===== src/rtl/core/ctpg_pkg.sv =====
// ----------------------------------------------------------------------------
// ctpg_pkg
// Shared types and constants of the countdown thermostat pump gate.
// ----------------------------------------------------------------------------
package ctpg_pkg;

  localparam int unsigned AdcWidthDef = 10;
  localparam int unsigned CfgIdxW     = 3;

  typedef enum logic [1:0] {
    OP_START = 2'd0,
    OP_TICK  = 2'd1,
    OP_TEMP  = 2'd2,
    OP_ADC   = 2'd3
  } opcode_e;

  typedef enum logic [CfgIdxW-1:0] {
    REG_TEMP_LIMIT  = 3'd0,
    REG_PRESCALE    = 3'd1,
    REG_PRESET_HRS  = 3'd2,
    REG_PRESET_MIN  = 3'd3,
    REG_PRESET_SEC  = 3'd4
  } reg_idx_e;

  localparam logic [7:0] PRESCALE_RST = 8'd31;
  localparam logic [7:0] TEMP_NEG_MAX = 8'd127;
  localparam logic [5:0] SEC_LAST     = 6'd59;
  localparam logic [5:0] MIN_LAST     = 6'd59;
  localparam logic [4:0] HOURS_WRAP   = 5'd24;
  localparam logic [5:0] SIXTY_WRAP   = 6'd60;

  typedef struct packed {
    logic [7:0] temp_limit;
    logic [7:0] prescale_count;
    logic [4:0] preset_hours;
    logic [5:0] preset_minutes;
    logic [5:0] preset_seconds;
  } cfg_t;

  typedef struct packed {
    opcode_e    opcode;
    logic [7:0] temperature;
  } evt_ctl_t;

endpackage


===== src/rtl/core/ctpg_intf.sv =====
// ----------------------------------------------------------------------------
// ctpg interfaces
// Event, result and configuration channels with valid/ready handshake.
// ----------------------------------------------------------------------------
interface ctpg_evt_if #(
  parameter int unsigned ADC_WIDTH = ctpg_pkg::AdcWidthDef
);
  logic                 valid;
  logic                 ready;
  logic [1:0]           opcode;
  logic [7:0]           temperature;
  logic [ADC_WIDTH-1:0] adc_sample;

  modport source (output valid, opcode, temperature, adc_sample, input ready);
  modport sink   (input valid, opcode, temperature, adc_sample, output ready);
endinterface

interface ctpg_res_if #(
  parameter int unsigned ADC_WIDTH = ctpg_pkg::AdcWidthDef
);
  logic                 valid;
  logic                 ready;
  logic [ADC_WIDTH-1:0] pump_drive;
  logic                 pump_on;
  logic                 running;
  logic                 finished;
  logic [4:0]           hours_left;
  logic [5:0]           minutes_left;
  logic [5:0]           seconds_left;

  modport source (output valid, pump_drive, pump_on, running, finished,
                  hours_left, minutes_left, seconds_left, input ready);
  modport sink   (input valid, pump_drive, pump_on, running, finished,
                  hours_left, minutes_left, seconds_left, output ready);
endinterface

interface ctpg_cfg_if;
  logic                         valid;
  logic                         ready;
  logic [ctpg_pkg::CfgIdxW-1:0] index;
  logic [7:0]                   data;

  modport source (output valid, index, data, input ready);
  modport sink   (input valid, index, data, output ready);
endinterface


===== src/rtl/core/ctpg_cfg_regs.sv =====
// ----------------------------------------------------------------------------
// ctpg_cfg_regs
// Configuration register file: threshold, prescaler and preset time.
// ----------------------------------------------------------------------------
module ctpg_cfg_regs (
  input  logic           clk_i,
  input  logic           rst_ni,
  ctpg_cfg_if.sink       cfg_i,
  output ctpg_pkg::cfg_t cfg_o
);

  ctpg_pkg::cfg_t cfg_q;

  assign cfg_i.ready = 1'b1;
  assign cfg_o       = cfg_q;

  always_ff @(posedge clk_i or negedge rst_ni) begin
    if (!rst_ni) begin
      cfg_q.temp_limit     <= '0;
      cfg_q.prescale_count <= ctpg_pkg::PRESCALE_RST;
      cfg_q.preset_hours   <= '0;
      cfg_q.preset_minutes <= '0;
      cfg_q.preset_seconds <= '0;
    end else if (cfg_i.valid) begin
      case (cfg_i.index)
        ctpg_pkg::REG_TEMP_LIMIT: cfg_q.temp_limit     <= cfg_i.data;
        ctpg_pkg::REG_PRESCALE:   cfg_q.prescale_count <= cfg_i.data;
        ctpg_pkg::REG_PRESET_HRS: cfg_q.preset_hours   <= cfg_i.data[4:0];
        ctpg_pkg::REG_PRESET_MIN: cfg_q.preset_minutes <= cfg_i.data[5:0];
        ctpg_pkg::REG_PRESET_SEC: cfg_q.preset_seconds <= cfg_i.data[5:0];
        default: ;
      endcase
    end
  end

endmodule


===== src/rtl/core/ctpg_in_stage.sv =====
// ----------------------------------------------------------------------------
// ctpg_in_stage
// Input register for event beats, refilled in the cycle it drains.
// ----------------------------------------------------------------------------
module ctpg_in_stage #(
  parameter int unsigned ADC_WIDTH = ctpg_pkg::AdcWidthDef
) (
  input  logic                 clk_i,
  input  logic                 rst_ni,
  ctpg_evt_if.sink             evt_i,
  input  logic                 take_i,
  output logic                 valid_o,
  output ctpg_pkg::evt_ctl_t   ctl_o,
  output logic [ADC_WIDTH-1:0] sample_o
);

  logic                 valid_q;
  ctpg_pkg::evt_ctl_t   ctl_q;
  logic [ADC_WIDTH-1:0] sample_q;
  logic                 load;

  assign evt_i.ready = !valid_q || take_i;
  assign load        = evt_i.valid && evt_i.ready;

  always_ff @(posedge clk_i or negedge rst_ni) begin
    if (!rst_ni) begin
      valid_q <= 1'b0;
    end else if (load) begin
      valid_q <= 1'b1;
    end else if (take_i) begin
      valid_q <= 1'b0;
    end
  end

  always_ff @(posedge clk_i) begin
    if (load) begin
      ctl_q.opcode      <= ctpg_pkg::opcode_e'(evt_i.opcode);
      ctl_q.temperature <= evt_i.temperature;
      sample_q          <= evt_i.adc_sample;
    end
  end

  assign valid_o  = valid_q;
  assign ctl_o    = ctl_q;
  assign sample_o = sample_q;

  // a held beat must not change under a stalled core
  assert property (@(posedge clk_i) disable iff (!rst_ni)
    valid_q && !take_i |=> valid_q && $stable(ctl_q) && $stable(sample_q))
    else $error("held event beat changed");

endmodule


===== src/rtl/core/ctpg_core.sv =====
// ----------------------------------------------------------------------------
// ctpg_core
// Countdown, prescaler, thermostat and drive gate with the result register.
// ----------------------------------------------------------------------------
module ctpg_core #(
  parameter int unsigned ADC_WIDTH = ctpg_pkg::AdcWidthDef
) (
  input  logic                 clk_i,
  input  logic                 rst_ni,
  input  ctpg_pkg::cfg_t       cfg_i,
  input  logic                 valid_i,
  input  ctpg_pkg::evt_ctl_t   ctl_i,
  input  logic [ADC_WIDTH-1:0] sample_i,
  output logic                 take_o,
  ctpg_res_if.source           res_o
);

  logic [7:0] div_q, div_d, div_inc;
  logic [4:0] hrs_q, hrs_d;
  logic [5:0] min_q, min_d;
  logic [5:0] sec_q, sec_d;
  logic       run_q, run_d;
  logic       pump_q, pump_d;

  logic                 res_valid_q;
  logic                 done_q, done_d;
  logic [ADC_WIDTH-1:0] drive_q, drive_d;

  assign take_o  = valid_i && (!res_valid_q || res_o.ready);
  assign div_inc = div_q + 8'd1;

  always_comb begin
    div_d   = div_q;
    hrs_d   = hrs_q;
    min_d   = min_q;
    sec_d   = sec_q;
    run_d   = run_q;
    pump_d  = pump_q;
    done_d  = 1'b0;
    drive_d = '0;
    case (ctl_i.opcode)
      ctpg_pkg::OP_START: begin
        div_d  = '0;
        hrs_d  = (cfg_i.preset_hours >= ctpg_pkg::HOURS_WRAP) ?
                 cfg_i.preset_hours - ctpg_pkg::HOURS_WRAP : cfg_i.preset_hours;
        min_d  = (cfg_i.preset_minutes >= ctpg_pkg::SIXTY_WRAP) ?
                 cfg_i.preset_minutes - ctpg_pkg::SIXTY_WRAP : cfg_i.preset_minutes;
        sec_d  = (cfg_i.preset_seconds >= ctpg_pkg::SIXTY_WRAP) ?
                 cfg_i.preset_seconds - ctpg_pkg::SIXTY_WRAP : cfg_i.preset_seconds;
        run_d  = 1'b1;
        pump_d = 1'b1;
      end
      ctpg_pkg::OP_TICK: begin
        if (run_q) begin
          if (div_inc == cfg_i.prescale_count) begin
            div_d = '0;
            // one second down, borrowing from minutes then hours
            if (sec_q != 6'd0) begin
              sec_d = sec_q - 6'd1;
            end else if (min_q != 6'd0) begin
              min_d = min_q - 6'd1;
              sec_d = ctpg_pkg::SEC_LAST;
            end else if (hrs_q != 5'd0) begin
              hrs_d = hrs_q - 5'd1;
              min_d = ctpg_pkg::MIN_LAST;
              sec_d = ctpg_pkg::SEC_LAST;
            end else begin
              run_d  = 1'b0;
              pump_d = 1'b0;
              done_d = 1'b1;
            end
          end else begin
            div_d = div_inc;
          end
        end
      end
      ctpg_pkg::OP_TEMP: begin
        if (ctl_i.temperature > ctpg_pkg::TEMP_NEG_MAX) begin
          pump_d = 1'b0;
        end else if (ctl_i.temperature > cfg_i.temp_limit) begin
          pump_d = 1'b1;
        end else if (ctl_i.temperature < cfg_i.temp_limit) begin
          pump_d = 1'b0;
        end
      end
      ctpg_pkg::OP_ADC: begin
        if (run_q && pump_q) begin
          drive_d = sample_i;
        end
      end
      default: ;
    endcase
  end

  // state only moves when a result beat is produced, so it always matches
  // the result currently shown
  always_ff @(posedge clk_i or negedge rst_ni) begin
    if (!rst_ni) begin
      div_q       <= '0;
      hrs_q       <= '0;
      min_q       <= '0;
      sec_q       <= '0;
      run_q       <= 1'b0;
      pump_q      <= 1'b0;
      res_valid_q <= 1'b0;
    end else begin
      if (take_o) begin
        div_q  <= div_d;
        hrs_q  <= hrs_d;
        min_q  <= min_d;
        sec_q  <= sec_d;
        run_q  <= run_d;
        pump_q <= pump_d;
      end
      if (take_o) begin
        res_valid_q <= 1'b1;
      end else if (res_o.ready) begin
        res_valid_q <= 1'b0;
      end
    end
  end

  always_ff @(posedge clk_i) begin
    if (take_o) begin
      done_q  <= done_d;
      drive_q <= drive_d;
    end
  end

  assign res_o.valid        = res_valid_q;
  assign res_o.pump_drive   = drive_q;
  assign res_o.pump_on      = pump_q;
  assign res_o.running      = run_q;
  assign res_o.finished     = done_q;
  assign res_o.hours_left   = hrs_q;
  assign res_o.minutes_left = min_q;
  assign res_o.seconds_left = sec_q;

  assert property (@(posedge clk_i) disable iff (!rst_ni)
    res_valid_q && done_q |-> !run_q && !pump_q &&
      hrs_q == 5'd0 && min_q == 6'd0 && sec_q == 6'd0)
    else $error("finished beat with live run or nonzero time");

  assert property (@(posedge clk_i) disable iff (!rst_ni)
    res_valid_q && drive_q != '0 |-> run_q && pump_q)
    else $error("pump drive without running pump");

  assert property (@(posedge clk_i) disable iff (!rst_ni)
    sec_q <= ctpg_pkg::SEC_LAST && min_q <= ctpg_pkg::MIN_LAST &&
      hrs_q < ctpg_pkg::HOURS_WRAP)
    else $error("countdown time out of range");

  assert property (@(posedge clk_i) disable iff (!rst_ni)
    take_o && ctl_i.opcode == ctpg_pkg::OP_START |=> run_q && pump_q && div_q == 8'd0)
    else $error("start did not begin a run");

  assert property (@(posedge clk_i) disable iff (!rst_ni)
    !take_o |=> $stable(run_q) && $stable(pump_q) && $stable(div_q) && $stable(sec_q))
    else $error("state moved without an event");

endmodule


===== src/rtl/core/countdown_thermostat_pump_gate.sv =====
// ----------------------------------------------------------------------------
// countdown_thermostat_pump_gate
// Countdown timer with prescaler, thermostat pump flag and gated pump drive.
// ----------------------------------------------------------------------------
// path: an accepted event beat is held in the input register, then in the core's result registers
// throughput: one event per cycle while the result side accepts, set by the input
//   register and the single state update per cycle in the core
// reset: rst_ni asynchronous, active low; clears countdown, prescaler, run and pump
//   flags and valids, config resets to prescale 31 and zero for all else
module countdown_thermostat_pump_gate #(
  parameter int unsigned ADC_WIDTH = ctpg_pkg::AdcWidthDef
) (
  input  logic       clk_i,
  input  logic       rst_ni,
  ctpg_evt_if.sink   evt_i,
  ctpg_res_if.source res_o,
  ctpg_cfg_if.sink   cfg_i
);

  ctpg_pkg::cfg_t       cfg;
  ctpg_pkg::evt_ctl_t   ctl;
  logic                 stg_valid;
  logic                 take;
  logic [ADC_WIDTH-1:0] sample;

  ctpg_cfg_regs u_cfg_regs (
    .clk_i  (clk_i),
    .rst_ni (rst_ni),
    .cfg_i  (cfg_i),
    .cfg_o  (cfg)
  );

  ctpg_in_stage #(
    .ADC_WIDTH (ADC_WIDTH)
  ) u_in_stage (
    .clk_i    (clk_i),
    .rst_ni   (rst_ni),
    .evt_i    (evt_i),
    .take_i   (take),
    .valid_o  (stg_valid),
    .ctl_o    (ctl),
    .sample_o (sample)
  );

  ctpg_core #(
    .ADC_WIDTH (ADC_WIDTH)
  ) u_core (
    .clk_i    (clk_i),
    .rst_ni   (rst_ni),
    .cfg_i    (cfg),
    .valid_i  (stg_valid),
    .ctl_i    (ctl),
    .sample_i (sample),
    .take_o   (take),
    .res_o    (res_o)
  );

endmodule

===== src/flat_wrapper.sv =====
// flat-port wrapper written by rule: the top's interface ports become plain ports
module countdown_thermostat_pump_gate_flat 
#(
  parameter int unsigned ADC_WIDTH = ctpg_pkg::AdcWidthDef
)
  (clk_i, rst_ni, evt_i_valid, evt_i_opcode, evt_i_temperature, evt_i_adc_sample, evt_i_ready, res_o_valid, res_o_pump_drive, res_o_pump_on, res_o_running, res_o_finished, res_o_hours_left, res_o_minutes_left, res_o_seconds_left, res_o_ready, cfg_i_valid, cfg_i_index, cfg_i_data, cfg_i_ready);
  ctpg_evt_if #(.ADC_WIDTH(ADC_WIDTH)) evt_i_i ();
  ctpg_res_if #(.ADC_WIDTH(ADC_WIDTH)) res_o_i ();
  ctpg_cfg_if cfg_i_i ();
  input  logic clk_i;
  input  logic rst_ni;
  input wire logic [$bits(evt_i_i.valid)-1:0] evt_i_valid;
  input wire logic [$bits(evt_i_i.opcode)-1:0] evt_i_opcode;
  input wire logic [$bits(evt_i_i.temperature)-1:0] evt_i_temperature;
  input wire logic [$bits(evt_i_i.adc_sample)-1:0] evt_i_adc_sample;
  output wire logic [$bits(evt_i_i.ready)-1:0] evt_i_ready;
  output wire logic [$bits(res_o_i.valid)-1:0] res_o_valid;
  output wire logic [$bits(res_o_i.pump_drive)-1:0] res_o_pump_drive;
  output wire logic [$bits(res_o_i.pump_on)-1:0] res_o_pump_on;
  output wire logic [$bits(res_o_i.running)-1:0] res_o_running;
  output wire logic [$bits(res_o_i.finished)-1:0] res_o_finished;
  output wire logic [$bits(res_o_i.hours_left)-1:0] res_o_hours_left;
  output wire logic [$bits(res_o_i.minutes_left)-1:0] res_o_minutes_left;
  output wire logic [$bits(res_o_i.seconds_left)-1:0] res_o_seconds_left;
  input wire logic [$bits(res_o_i.ready)-1:0] res_o_ready;
  input wire logic [$bits(cfg_i_i.valid)-1:0] cfg_i_valid;
  input wire logic [$bits(cfg_i_i.index)-1:0] cfg_i_index;
  input wire logic [$bits(cfg_i_i.data)-1:0] cfg_i_data;
  output wire logic [$bits(cfg_i_i.ready)-1:0] cfg_i_ready;
  assign evt_i_i.valid = evt_i_valid;
  assign evt_i_i.opcode = evt_i_opcode;
  assign evt_i_i.temperature = evt_i_temperature;
  assign evt_i_i.adc_sample = evt_i_adc_sample;
  assign evt_i_ready = evt_i_i.ready;
  assign res_o_valid = res_o_i.valid;
  assign res_o_pump_drive = res_o_i.pump_drive;
  assign res_o_pump_on = res_o_i.pump_on;
  assign res_o_running = res_o_i.running;
  assign res_o_finished = res_o_i.finished;
  assign res_o_hours_left = res_o_i.hours_left;
  assign res_o_minutes_left = res_o_i.minutes_left;
  assign res_o_seconds_left = res_o_i.seconds_left;
  assign res_o_i.ready = res_o_ready;
  assign cfg_i_i.valid = cfg_i_valid;
  assign cfg_i_i.index = cfg_i_index;
  assign cfg_i_i.data = cfg_i_data;
  assign cfg_i_ready = cfg_i_i.ready;
  countdown_thermostat_pump_gate #(.ADC_WIDTH(ADC_WIDTH)) u_core (.clk_i(clk_i), .rst_ni(rst_ni), .evt_i(evt_i_i), .res_o(res_o_i), .cfg_i(cfg_i_i));
endmodule

===== config.mk =====
export PLATFORM = sky130hd
export DESIGN_NAME = countdown_thermostat_pump_gate_flat
export DESIGN_NICKNAME = d
export VERILOG_FILES = /design/src/rtl/core/ctpg_pkg.sv /design/src/rtl/core/ctpg_intf.sv /design/src/rtl/core/ctpg_cfg_regs.sv /design/src/rtl/core/ctpg_in_stage.sv /design/src/rtl/core/ctpg_core.sv /design/src/rtl/core/countdown_thermostat_pump_gate.sv /design/src/flat_wrapper.sv
export SDC_FILE = /design/constraint.sdc
export NUM_CORES = 1
export LEC_CHECK = 0
export BUFFER_PORTS_ARGS = -buffer_cell sky130_fd_sc_hd__buf_2
export CAP_MARGIN = 0
export CORE_ASPECT_RATIO = 1.5
export CORE_MARGIN = 8
export CORE_UTILIZATION = 50
export CTS_CLUSTER_DIAMETER = 40
export CTS_CLUSTER_SIZE = 20
export DETAILED_ROUTE_END_ITERATION = 6
export PLACE_DENSITY = 0.79
export SLEW_MARGIN = 20
export SYNTH_ARGS = -nofsm -noshare
export SYNTH_HDL_FRONTEND = slang
export SYNTH_HIERARCHICAL = 1
export SYNTH_SLANG_ARGS = --single-unit

===== constraint.sdc =====
create_clock -name clk_i -period 3.3 [get_ports clk_i]
set_clock_uncertainty 0.1 [all_clocks]
set_input_delay 0 -clock clk_i [delete_from_list [all_inputs] [get_ports clk_i]]
set_output_delay 0 -clock clk_i [all_outputs]
set_load 0.05 [all_outputs]

======== Word-level counts from Yosys, hierarchy flattened ========
Cells that the tools add are included.
storage, ports and cells
  flip-flop bits (word level) ............. 93
  input bits .............................. 36
  output and inout bits ................... 33
  word-level logic and storage cells ...... 123
cells by class
  add/sub/neg operators ................... 7
  order comparisons ....................... 6
  equality and inequality tests ........... 17
  multiplexer cells ....................... 43
  bitwise gates (word level) .............. 3
  reductions and logical operators ........ 29
operator list
  operator             number
  $mux 6               11
  $mux 5               6
  $pmux 6 s2           2
  $mux 1               18
  $mux 8               2
  $pmux 8 s2           1
  $reduce_and 2->1     7
  $ge 6x6->1 const B   2
  $ne 2x2->1 const B   6
  $reduce_bool 6->1    2
  $sub 6x1->6 const B  2
  $sub 6x6->6 const B  2
  $pmux 5 s2           1
  $add 8x1->8 const B  1
  $eq 8x8->1           1
  $gt 8x7->1 const B   1
  $gt 8x8->1           1
  $lt 8x8->1           1
  $ne 4x4->1 const B   2
  $reduce_and 8->1     1
  $reduce_and 7->1     1
  $eq 3x2->1 const B   2
  $reduce_and 6->1     1
  $reduce_bool 2->1    3
  21 further kinds     28

======== Longest topological paths before layout ========
Gate-level depths: netlist of the first run.
  depth after elaboration ................. 7
  depth in mapped cells ................... 8
  depth with buffers taken out ............ 8

======== Cells and area by module ========
The synthesis of the first run kept the hierarchy.
modules (own cells, without submodules)
  module         times used  cells each  area an instance (um^2)  seq. area each (um^2)
  ctpg_core      1           316         2,891.5                  1,031.0
  ctpg_cfg_regs  1           75          1,290.0                  832.0
  ctpg_in_stage  1           24          654.4                    625.6

======== Worst setup path after synthesis of the first run ========
Ideal clock, no wire load.
  path kind ............................... register to register
  start point ............................. register u_core.u_core.min_q[0] (netlist: u_core/u_core/res_o.minutes_left[0])
  end point ............................... register u_core.u_core.hrs_q[4] (netlist: u_core/u_core/res_o.hours_left[4])
  setup time .............................. 0.099 ns
  arrival time ............................ 2.505 ns
  required time ........................... 3.101 ns
  slack ................................... 0.596 ns
  stages on the path, launching flop included .. 9
  path buffers ............................ 0
  period minus slack after synthesis ...... 2.704 ns
  path through ............................ dfrtp_1 > inv_1 > ha_1 > or3b_2 > nor4_4 > o211ai_1 > nor4_4 > a311oi_1 > a311oi_1
on the way
  word-level cells in the longest chain between the ends .. 3
ends and longest elaborated chain
  element                            RTL line          text
  start, declared                    ctpg_core.sv:20   logic [5:0] min_q, min_d;
  start signal, assigned             ctpg_core.sv:110  min_q <= min_d;
  $reduce_bool 6->1                  ctpg_core.sv:60   end else if (min_q != 6'd0) begin
  $ne 2x2->1 (no source line)        n/a
  $reduce_and 7->1 (no source line)  n/a
  end signal, assigned               ctpg_core.sv:109  hrs_q <= hrs_d;
  end, declared                      ctpg_core.sv:19   logic [4:0] hrs_q, hrs_d;
Every way passes these cells.
A chain may end at the register's enable or synchronous reset.

======== Final worst setup path of the first run ========
  start point ............................. register u_core.u_core.div_q[0]
  end point ............................... register u_core.u_core.min_q[3] (netlist: u_core/u_core/res_o.minutes_left[3])
on the way
  word-level cells in the longest chain between the ends .. 4
ends and longest elaborated chain
  element                            RTL line          text
  start, declared                    ctpg_core.sv:18   logic [7:0] div_q, div_d, div_inc;
  start signal, assigned             ctpg_core.sv:108  div_q <= div_d;
  $add 8x1->8                        ctpg_core.sv:30   assign div_inc = div_q + 8'd1;
  $eq 8x8->1                         ctpg_core.sv:55   if (div_inc == cfg_i.prescale_count) begin
  $ne 2x2->1 (no source line)        n/a
  $reduce_and 6->1 (no source line)  n/a
Every way passes these cells.

==> implementation parameters, run 1 <==
Parameter                              Value

Synthesis
  Cells after synthesis    415
  Share of async-settable or async-resettable flops after synthesis    66.7%
  Adder-cell share of the synthesized area    4.40%
  Number of synthesized register bits    93
  Synthesized netlist net count    468
  Distinct cells, synth    70
  Complex-gate fraction of the synthesized area    12.0%
  Post-synthesis sequential area ratio    51.5%
  Ys Warns    6
  Xor/xnor cell area share of the yosys netlist    2.17%
  Mux cell area share after synthesis    9.83%
  Dominant combinational cell family by area after synthesis    simple AND/OR/NAND/NOR gates
  Mapped cell area    4840 um^2
  Mean area per synthesized cell    11.7 um^2
  Post-synthesis simple-gate area fraction    16.9%
  Ys flop type    sky130_fd_sc_hd__dfrtp_1
  Count of flip-flops with a built-in enable after synthesis    31

Final layout
  Register cell area after layout    2490 um^2
  Share of cells above drive strength 1    28.7%
  Area used by multi-input combinational logic    2200 um^2
  Final-layout fill cell count    713
  Net count reported at finish    570
  Synth-to-Final Area Change    22.3%
  Count of inserted antenna diode cells    0

Pwr
  Leakage Power    2.52 nW
  Power Density    666 nW/um^2
  Design Power    3.94 mW
  Maximum VDD drop    0.491 mV

Setup path
  Required time of the critical path    3.43 ns
  Classification of the worst setup path    reg2reg
  Arrival @ worst endpoint    3.05 ns
  Nature of the critical path startpoint    register
  Crit end category    register
  Highest net fanout along the worst path    13

STA
  Hold slack final    0.0465 ns
  Tightest Pin Transition    0.867 ns
  Maximum operating frequency    0.343 GHz
  Sum of negative setup slack    0 ns
  Relative max-transition margin    41.8%
  PnR worst setup slack    0.386 ns
  Setup-violating endpoint count in the final report    0
  Minimum period implied by the final worst setup slack    2.91 ns
  Setup repair after global routing missed its margin    no
  Final Hold Violating Endpoints    0
  Final slew viol count    0
  Fraction of the cycle the final worst path needs    88.3%

Global routing
  Overflow left after global routing    0
  Antenna violations before repair    0
  Total routing resource utilization after global routing    18.1%
  First-pass GRT wire length    18500 um
  Maximum number of pins on one net before global-route repair    41
  Number of global-route vias before repair    3852

Die
  Total die area    13100 um^2
  Width of the chip    96.3 um
  Std-Cell Core Area    9520 um^2
  Boundary Pins    69
  Number of core rows    44
  Effective utilization at floorplan    50.8%
  Die outline height    136 um

Job
  Number of violations of the max-capacitance limit    0

Placed design
  Hpwl dp    8090 um
  Worst slack after detailed placement    0.409 ns
  Weighted congestion at the end of routability-driven global placement    0.896
  Port Buffer Count    67

Drt
  Drt first pass iters    4
  Count of unresolved DRC violations after routing    0
  Average wire per cell in the routed design    17.9 um
  Antenna viol nets, final    0
  Initial DRC count    252
  Routed wire length    11400 um
  Detailed-route via count    3736
  Routed vias/inst    5.86

CTS
  CTS Buffer Depth    2
  Number of clock sinks    93
  Clock Tree Root    sky130_fd_sc_hd__clkbuf_16
  Post-CTS setup buffer count    0
  Clock slew at the register clock pins of the worst setup and hold paths    0.07 ns
  Clk_lat worst skew    0.34 ns
  Clock H-tree levels    3
  Clock tree from TritonCTS    yes
  Num CTS Buffers    9

Status
  Result of the run    finished, final reports clean

Hold path
  Worst min path class    in2reg
[final timing paths]
kind,depth (start not counted),from,to,slack [ns]
max in group asynchronous,3,rst_ni,u_core/u_core/res_o.minutes_left[4],2.06
hold / removal,3,cfg_i_index[2],u_core/u_cfg_regs/cfg_o[25],0.05
min in group asynchronous,2,rst_ni,u_core/u_cfg_regs/cfg_o[30],0.21
setup reg to reg,7,u_core/u_core/div_q[0],u_core/u_core/res_o.minutes_left[3],0.39
hold reg to reg,1,u_core/u_cfg_regs/cfg_o[7],u_core/u_cfg_regs/cfg_o[7],0.42
setup / recovery,7,u_core/u_core/div_q[0],u_core/u_core/res_o.minutes_left[3],0.39
[logic make-up (layout without fill, tap and decap cells)]
family                     after synthesis  in the layout
muxes                                   43             43
buffers and inverters                   35            142
and+or+nand+nor                        133            133
DFF                                     93             93
adders and majority gates               17             17
xor gates and xnor gates                12             12
other                                    1              1
AOI/OAI and AO/OA                       81             81
[sequential cells by signal, summed over array words and instances (netlist names)]
register	flops
u_core/u_in_stage/valid_o	1
u_core/u_core/res_o.pump_on	1
u_core/u_core/res_o.seconds_left	6
u_core/u_cfg_regs/cfg_o	33
u_core/u_core/res_o.minutes_left	6
u_core/u_core/res_o.pump_drive	10
u_core/u_in_stage/sample_o	10
u_core/u_in_stage/ctl_o	10
u_core/u_core/div_q	8
u_core/u_core/res_o.finished	1
u_core/u_core/res_o.running	1
u_core/u_core/res_o.valid	1
u_core/u_core/res_o.hours_left	5
[critical path, cell delays in order (launching register included)]
cell                      delay, ns
sky130_fd_sc_hd__dfrtp_1       0.43
sky130_fd_sc_hd__ha_1          0.29
sky130_fd_sc_hd__nand3_2       0.18
sky130_fd_sc_hd__nor2_1        0.19
sky130_fd_sc_hd__mux2_2        0.41
sky130_fd_sc_hd__or4_4         0.64
sky130_fd_sc_hd__a221o_1       0.38
sky130_fd_sc_hd__a22o_1        0.18
[routing by layer]
metal	vias up	part of all wire, %	track usage [%]
li1	1756	-	-
met1	1811	38	20.3
met2	139	51	29.9
met3	30	7.3	5.09
met4	0	3.6	10.1
met5	-	0	0
[Yosys cell counts, types with 4 or more instances]
master	instances	share of area, %
sky130_fd_sc_hd__dfrtp_1	57	29
sky130_fd_sc_hd__mux2_2	36	8.4
sky130_fd_sc_hd__edfxtp_1	31	19
sky130_fd_sc_hd__nor2_1	29	2.3
sky130_fd_sc_hd__inv_1	20	1.6
sky130_fd_sc_hd__nand2_1	19	1.5
sky130_fd_sc_hd__ha_1	17	4.4
sky130_fd_sc_hd__o21ai_0	16	1.7
sky130_fd_sc_hd__a21oi_1	15	1.6
sky130_fd_sc_hd__and2_1	11	1.4
sky130_fd_sc_hd__nor3_1	10	1.0
sky130_fd_sc_hd__nand2b_1	9	1.2
sky130_fd_sc_hd__a22o_1	8	1.4
sky130_fd_sc_hd__clkbuf_1	8	0.62
sky130_fd_sc_hd__mux2i_1	7	1.4
sky130_fd_sc_hd__nand3_1	7	0.72
sky130_fd_sc_hd__xor2_1	7	1.3
sky130_fd_sc_hd__a311oi_1	5	0.91
sky130_fd_sc_hd__dfstp_2	5	2.7
sky130_fd_sc_hd__nor3b_1	5	0.78
sky130_fd_sc_hd__o211ai_1	5	0.78
sky130_fd_sc_hd__xnor2_1	5	0.91
sky130_fd_sc_hd__and4_1	4	0.72
sky130_fd_sc_hd__nand3b_1	4	0.62
sky130_fd_sc_hd__nand4_1	4	0.52
sky130_fd_sc_hd__o22ai_1	4	0.52
[area by class of cell]
type	count	share of cell area [%]
sequential	93	42.1
tap	115	2.43
timing repair buffer	106	11.9
clock buffer	9	3.81
clock inverter	7	1.29
multi-input combinational	287	37.2
inverter	20	1.27
[where the power goes]
group / switching [mW] / leakage (nW) / total [mW] / internal (mW)
clock network: 0.485 / 0.149 / 1.02 / 0.538
logic: 0.839 / 1.32 / 1.30 / 0.460
registers: 0.192 / 1.04 / 1.61 / 1.42
total: 1.52 / 2.52 / 3.94 / 2.42
[layout by cell type, fill, tap and decap left out, types with 11 or more instances in the layout]
master / instances
sky130_fd_sc_hd__inv_1: 20
sky130_fd_sc_hd__and2_1: 11
sky130_fd_sc_hd__a21oi_1: 15
sky130_fd_sc_hd__nor2_1: 29
sky130_fd_sc_hd__nand2_1: 19
sky130_fd_sc_hd__dfrtp_1: 57
sky130_fd_sc_hd__dlygate4sd3_1: 31
sky130_fd_sc_hd__o21ai_0: 16
sky130_fd_sc_hd__ha_1: 17
sky130_fd_sc_hd__buf_2: 67
sky130_fd_sc_hd__mux2_2: 36
sky130_fd_sc_hd__edfxtp_1: 31
[timing repair]
item | 4_1_cts | 5_1_grt
hold buffers | 31 | 0
resized for setup | 0 | 0
hold endpoints to repair | 89 | 0
[through the flow]
step                      instances  utilization (%)  cell area (um^2)
after floorplan                 415                -              4840
after CTS                       637             62.1              5910
final                           637             62.1              5910
after global placement          590             55.6              5300
after global routing            637             62.1              5910
after detailed placement        590             55.6              5300
No activity file was read; power rests on OpenSTA's default activity.
==> run 2: changes to the inputs <==
--- a/config.mk
+++ b/config.mk
@@ -5,7 +5,7 @@
 export SDC_FILE = /design/constraint.sdc
 export NUM_CORES = 1
 export LEC_CHECK = 0
-export BUFFER_PORTS_ARGS = -buffer_cell sky130_fd_sc_hd__buf_2
+export BUFFER_PORTS_ARGS = -buffer_cell sky130_fd_sc_hd__clkbuf_2
 export CAP_MARGIN = 0
 export CORE_ASPECT_RATIO = 1.5
 export CORE_MARGIN = 8
==> run 2 against run 1 <==
Sequential cell count unchanged. Global-route usage up 1.1 points. Critical path depth unchanged. Routed wire length up 3.1%. Fmax down 0.75%. Cell area down 0.21%. Critical endpoint unchanged. Worst hold slack better by 0.012 ns. Sequential power about the same.
==> implementation parameters, run 2 (synthesis results as in run 1) <==
Parameter                              Value

Status
  Result of the run    finished, final reports clean (unchanged)

Setup path
  Worst flop-to-flop path startpoint    u_core/u_core/div_q[0] (unchanged)
  Required time of the critical path    3.44 ns (was 3.43 ns)
  Critical path launch point    u_core/u_core/div_q[0] (unchanged)
  Worst path slowest cell    sky130_fd_sc_hd__or4_4 (unchanged)
  Critical path's top delay family    simple AND/OR/NAND/NOR gates (unchanged)
  Highest net fanout along the worst path    13 (unchanged)
  CP cell instances    ha_1 > nand3_2 > nor2_1 > mux2_2 > or4_4 > a221o_1 > a22o_1 (unchanged)
  Arrival @ worst endpoint    3.07 ns (was 3.05 ns)
  Nature of the critical path startpoint    register (unchanged)
  Crit path largest cell delay    0.65 ns (was 0.64 ns)
  Classification of the worst setup path    reg2reg (unchanged)
  Worst path buffer plus inverter count    0 (unchanged)
  Crit end category    register (unchanged)

Drt
  Drt first pass iters    5 (was 4)
  Detailed-route via count    3778 (was 3736)
  Count of unresolved DRC violations after routing    0 (unchanged)
  Routed vias/inst    5.93 (was 5.86)
  Antenna viol nets, final    0 (unchanged)
  Initial DRC count    260 (was 252)
  Routed wire length    11800 um (was 11400 um)
  Average wire per cell in the routed design    18.5 um (was 17.9 um)

STA
  Setup repair after global routing missed its margin    no (unchanged)
  PnR worst setup slack    0.364 ns (was 0.386 ns)
  Setup-violating endpoint count in the final report    0 (unchanged)
  Tightest Pin Transition    0.837 ns (was 0.867 ns)
  Relative max-transition margin    43.8% (was 41.8%)
  Minimum period implied by the final worst setup slack    2.94 ns (was 2.91 ns)
  Final Hold Violating Endpoints    0 (unchanged)
  Fraction of the cycle the final worst path needs    89.0% (was 88.3%)
  Maximum operating frequency    0.341 GHz (was 0.343 GHz)
  Final slew viol count    0 (unchanged)
  Sum of negative setup slack    0 ns (unchanged)

Die
  Effective utilization at floorplan    50.8% (unchanged)
  Die outline height    136 um (unchanged)
  Total die area    13100 um^2 (unchanged)
  Width of the chip    96.3 um (unchanged)
  Number of core rows    44 (unchanged)
  Std-Cell Core Area    9520 um^2 (unchanged)
  Boundary Pins    69 (unchanged)

Placed design
  Hpwl dp    7990 um (was 8090 um)
  Worst slack after detailed placement    0.408 ns (was 0.409 ns)
  Placed Instance Area    5300 um^2 (unchanged)
  Port Buffer Count    67 (unchanged)
  Weighted congestion at the end of routability-driven global placement    0.859 (was 0.896)

Final layout
  Most common cell after layout, fill and taps aside    sky130_fd_sc_hd__clkbuf_2 (was sky130_fd_sc_hd__buf_2)
  Net count reported at finish    570 (unchanged)
  Post-route cell area    5900 um^2 (was 5910 um^2)
  Most frequent cells in the layout    67 x sky130_fd_sc_hd__clkbuf_2, 57 x sky130_fd_sc_hd__dfrtp_1, 36 x sky130_fd_sc_hd__mux2_2 (was 67 x sky130_fd_sc_hd__buf_2, 57 x sky130_fd_sc_hd__dfrtp_1, 36 x sky130_fd_sc_hd__mux2_2)
  Final-layout fill cell count    741 (was 713)
  Count of inserted antenna diode cells    0 (unchanged)
  Synth-to-Final Area Change    22.0% (was 22.3%)
  Largest register FFs    33 (unchanged)
  Share of cells above drive strength 1    28.7% (unchanged)

Global routing
  Number of global-route vias before repair    3900 (was 3852)
  Maximum number of pins on one net before global-route repair    37 (was 41)
  Overflow left after global routing    0 (unchanged)
  First-pass GRT wire length    19400 um (was 18500 um)
  Antenna violations before repair    0 (unchanged)
  Total routing resource utilization after global routing    19.2% (was 18.1%)

Pwr
  Maximum VDD drop    0.466 mV (was 0.491 mV)
  Power Density    668 nW/um^2 (was 666 nW/um^2)
  Design Power    3.94 mW (about the same)
  Leakage Power    2.51 nW (was 2.52 nW)

CTS
  Clock H-tree levels    3 (unchanged)
  Num CTS Buffers    9 (unchanged)
  Clock tree from TritonCTS    yes (unchanged)
  Clk_lat worst skew    0.34 ns (about the same)
  Post-CTS setup buffer count    0 (unchanged)
  Clock slew at the register clock pins of the worst setup and hold paths    0.07 ns (about the same)
  Clock Tree Root    sky130_fd_sc_hd__clkbuf_16 (unchanged)
  Number of clock sinks    93 (unchanged)
  CTS Buffer Depth    2 (unchanged)

Job
  Number of violations of the max-capacitance limit    0 (unchanged)

Hold path
  Hold path startpoint    cfg_i_index[2] (unchanged)
  Worst min path class    in2reg (unchanged)
[run 2: worst paths after layout]
| path | slack, ns | to | cells past startpoint |
|---|---|---|---|
| setup / recovery | 0.36 | u_core/u_core/res_o.minutes_left[3] | 7 |
| hold / removal | 0.06 | u_core/u_cfg_regs/cfg_o[30] | 3 |
| setup reg to reg | 0.36 | u_core/u_core/res_o.minutes_left[3] | 7 |
| hold reg to reg | 0.41 | u_core/u_cfg_regs/cfg_o[31] | 1 |
| max in group asynchronous | 2.04 | u_core/u_cfg_regs/cfg_o[20] | 3 |
| min in group asynchronous | 0.13 | u_core/u_cfg_regs/cfg_o[30] | 2 |
[run 2: power breakdown]
part / internal, mW / switching [mW] / leakage, nW
Clock: 0.530 / 0.483 / 0.137
Combinational: 0.459 / 0.854 / 1.33
Sequential: 1.42 / 0.193 / 1.04
Total: 2.41 / 1.53 / 2.51
[run 2: timing repair]
action | in CTS | in global routing
resized for setup | 0 | 0
endpoints found under the hold margin | 81 | 0
hold buffers | 31 | 0
[run 2: cell type report]
cell class	count	area, um^2	area share, %
repair buffers	106	706	12.0
well taps	115	144	2.44
multi-input cells	287	2200	37.2
inverters	20	75.1	1.27
flip-flops and latches	93	2490	42.2
clock buffers	9	225	3.82
clock inverters	7	63.8	1.08
[run 2: through the flow]
step	cells	util (%)	hold slack (ns)
global placement	590	55.6	-0.0431
floorplan	415	-	-0.396
detailed placement	590	55.6	-0.0276
finish	637	61.9	0.0581
CTS	637	61.9	0.0486
global route	637	61.9	0.0712
[run 2: worst min-delay path: cells and delay by family]
| kind | cells | cell delay (ns) |
|---|---|---|
| buffers and inverters | 1 | 0.14 |
| multiplexers | 1 | 0.22 |
| AND/OR/NAND/NOR | 1 | 0.10 |
[run 2: layer usage]
metal | vias up | share of wire, % | wire length, um | global-route usage [%]
li1 | 1751 | - | - | -
met1 | 1828 | 39 | 4600 | 22.1
met2 | 169 | 50 | 5870 | 31.5
met3 | 30 | 7.7 | 910 | 5.42
met4 | 0 | 3.4 | 405 | 9.64
met5 | - | 0 | 0 | 0
==> run 3: changes to the inputs <==
--- a/config.mk
+++ b/config.mk
@@ -10,9 +10,10 @@
 export CORE_ASPECT_RATIO = 1.5
 export CORE_MARGIN = 8
 export CORE_UTILIZATION = 50
-export CTS_CLUSTER_DIAMETER = 40
+export CTS_CLUSTER_DIAMETER = 80
 export CTS_CLUSTER_SIZE = 20
 export DETAILED_ROUTE_END_ITERATION = 6
+export MAX_ROUTING_LAYER = met4
 export PLACE_DENSITY = 0.79
 export SLEW_MARGIN = 20
 export SYNTH_ARGS = -nofsm -noshare
==> constraint.sdc (replaced) <==
create_clock -name clk_i -period 3.3 [get_ports clk_i]
set_clock_uncertainty 0.1 [all_clocks]
set_input_delay 0 -clock clk_i [delete_from_list [all_inputs] [get_ports clk_i]]
set_output_delay 0 -clock clk_i [all_outputs]
set_load 0.01 [all_outputs]
==> run 3 against run 2 <==
Via count is 2.1% higher. Fmax is 1.5% lower. Cell area is 0.11% higher. Sequential cell count stayed put. Total power is 7.9% lower. Clock power hardly changed. Critical path depth stayed put. Clock-buffer cell count stayed put. Worst setup slack worse by 0.044 ns. Register-to-register slack worse by 0.04 ns. Critical path type unchanged. Critical endpoint unchanged.
==> implementation parameters, run 3 (synthesis results as in run 1) <==
Parameter                              Value

Status
  Result of the run    finished, final reports clean (unchanged)

Setup path
  Classification of the worst setup path    reg2reg (unchanged)
  Highest net fanout along the worst path    13 (unchanged)
  Required time of the critical path    3.43 ns (was 3.44 ns)
  Arrival @ worst endpoint    3.11 ns (was 3.07 ns)
  Crit end category    register (unchanged)
  Nature of the critical path startpoint    register (unchanged)

Final layout
  Most frequent cells in the layout    67 x sky130_fd_sc_hd__clkbuf_2, 57 x sky130_fd_sc_hd__dfrtp_1, 36 x sky130_fd_sc_hd__mux2_2 (unchanged)
  Synth-to-Final Area Change    22.1% (was 22.0%)
  Share of cells above drive strength 1    28.9% (was 28.7%)
  Count of inserted antenna diode cells    0 (unchanged)
  Net count reported at finish    571 (was 570)
  Post-route cell area    5910 um^2 (was 5900 um^2)
  Largest register FFs    33 (unchanged)
  Post-route non-filler standard cell count    638 (was 637)
  Most common cell after layout, fill and taps aside    sky130_fd_sc_hd__clkbuf_2 (unchanged)
  Final-layout fill cell count    716 (was 741)

STA
  Relative max-transition margin    43.5% (was 43.8%)
  Sum of negative setup slack    0 ns (unchanged)
  Final slew viol count    0 (unchanged)
  Setup repair after global routing missed its margin    no (unchanged)
  PnR worst setup slack    0.320 ns (was 0.364 ns)
  Fraction of the cycle the final worst path needs    90.3% (was 89.0%)
  Minimum period implied by the final worst setup slack    2.98 ns (was 2.94 ns)
  Setup-violating endpoint count in the final report    0 (unchanged)
  Final Hold Violating Endpoints    0 (unchanged)
  Tightest Pin Transition    0.841 ns (was 0.837 ns)
  Maximum operating frequency    0.336 GHz (was 0.341 GHz)

Placed design
  Port Buffer Count    67 (unchanged)
  Worst slack after detailed placement    0.388 ns (was 0.408 ns)
  Cells after DPL    591 (was 590)
  Weighted congestion at the end of routability-driven global placement    0.884 (was 0.859)
  Hpwl dp    8210 um (was 7990 um)
  Placed Instance Area    5310 um^2 (was 5300 um^2)

Global routing
  Maximum number of pins on one net before global-route repair    28 (was 37)
  Number of global-route vias before repair    3942 (was 3900)
  Overflow left after global routing    0 (unchanged)
  Antenna violations before repair    0 (unchanged)
  Total routing resource utilization after global routing    19.3% (was 19.2%)
  First-pass GRT wire length    19200 um (was 19400 um)

CTS
  Clk_lat worst skew    0.34 ns (about the same)
  Clock tree from TritonCTS    yes (unchanged)
  Num CTS Buffers    9 (unchanged)
  Clock Tree Root    sky130_fd_sc_hd__clkbuf_16 (unchanged)
  Post-CTS setup buffer count    0 (unchanged)
  CTS Buffer Depth    2 (unchanged)
  Number of clock sinks    93 (unchanged)
  Clock H-tree levels    3 (unchanged)
  Clock slew at the register clock pins of the worst setup and hold paths    0.07 ns (about the same)

Pwr
  Cell internal pwr    2.41 mW (about the same)
  P_sw    1.22 mW (was 1.53 mW)
  Leakage Power    2.52 nW (was 2.51 nW)
  Fraction of power consumed by combinational cells    27.9% (was 33.3%)
  Power Density    614 nW/um^2 (was 668 nW/um^2)
  Maximum VDD drop    0.512 mV (was 0.466 mV)
  Sequential fraction of design power    44.6% (was 41.0%)
  Sw Share    33.5% (was 38.8%)
  Clk network pwr share    27.5% (was 25.7%)

Hold path
  Worst min path class    in2reg (unchanged)

Drt
  Drt first pass iters    5 (unchanged)
  Routed vias/inst    6.05 (was 5.93)
  Antenna viol nets, final    0 (unchanged)
  Count of unresolved DRC violations after routing    0 (unchanged)
  Average wire per cell in the routed design    18.6 um (was 18.5 um)
  Initial DRC count    284 (was 260)
  Detailed-route via count    3859 (was 3778)
  Routed wire length    11800 um (about the same)

Die
  Number of core rows    44 (unchanged)
  Width of the chip    96.3 um (unchanged)
  Total die area    13100 um^2 (unchanged)
  Effective utilization at floorplan    50.8% (unchanged)
  Std-Cell Core Area    9520 um^2 (unchanged)
  Boundary Pins    69 (unchanged)
  Die outline height    136 um (unchanged)

Job
  Number of violations of the max-capacitance limit    0 (unchanged)
run 3: repair_timing:
item                      4_1_cts  5_1_grt
hold endpoints to repair       80        0
resized for setup               0        0
hold buffers                   31        0
run 3: area by class of cell:
class | count | area [um^2] | share of cell area [%]
well taps | 115 | 144 | 2.44
multi-input cells | 287 | 2200 | 37.2
clock buffers | 9 | 225 | 3.81
inverters | 20 | 75.1 | 1.27
clock inverters | 7 | 62.6 | 1.06
flip-flops and latches | 93 | 2490 | 42.1
repair buffers | 107 | 713 | 12.1
run 3: critical path: stages (launching register included):
cell and delay, ns:
sky130_fd_sc_hd__dfrtp_1 0.43, sky130_fd_sc_hd__ha_1 0.30, sky130_fd_sc_hd__nand3_2 0.18, sky130_fd_sc_hd__nor2_1 0.21
sky130_fd_sc_hd__mux2_2 0.42, sky130_fd_sc_hd__or4_4 0.65, sky130_fd_sc_hd__a221o_1 0.39, sky130_fd_sc_hd__a22o_1 0.18
run 3: worst paths after layout:
| kind | startpoint | to | slack (ns) | depth (start not counted) |
|---|---|---|---|---|
| max | u_core/u_core/div_q[0] | u_core/u_core/res_o.minutes_left[3] | 0.32 | 7 |
| min | cfg_i_index[2] | u_core/u_cfg_regs/cfg_o[27] | 0.07 | 3 |
| max reg2reg | u_core/u_core/div_q[0] | u_core/u_core/res_o.minutes_left[3] | 0.32 | 7 |
| min reg2reg | u_core/u_cfg_regs/cfg_o[12] | u_core/u_cfg_regs/cfg_o[12] | 0.41 | 1 |
| max in group asynchronous | rst_ni | u_core/u_cfg_regs/cfg_o[9] | 2.24 | 3 |
| min in group asynchronous | rst_ni | u_core/u_cfg_regs/cfg_o[31] | 0.12 | 2 |
run 3: metrics by stage:
step	power [mW]	hold slack [ns]	utilization, %
floorplan	2.25	-0.396	-
global placement	2.54	-0.0337	55.7
detailed placement	2.60	-0.0349	55.7
CTS	3.63	0.0476	62.0
global route	3.83	0.0736	62.0
finish	3.63	0.0688	62.0
run 3: per-layer routing:
layer  vias to the layer above  part of all wire (%)  GRT usage, %
li1                       1749                     -             -
met1                      1850                    38          22.3
met2                       216                    50          30.4
met3                        44                   7.0          4.20
met4                         0                   4.0          10.4
met5                         -                     0             -
run 3: power groups by stage:
stage	clock network, mW	registers, mW	logic [mW]
after floorplan	0	1.63	0.616
after global placement	0	1.62	0.920
after detailed placement	0	1.64	0.959
after CTS	1.02	1.62	0.999
after global routing	1.07	1.65	1.11
final	0.998	1.62	1.01
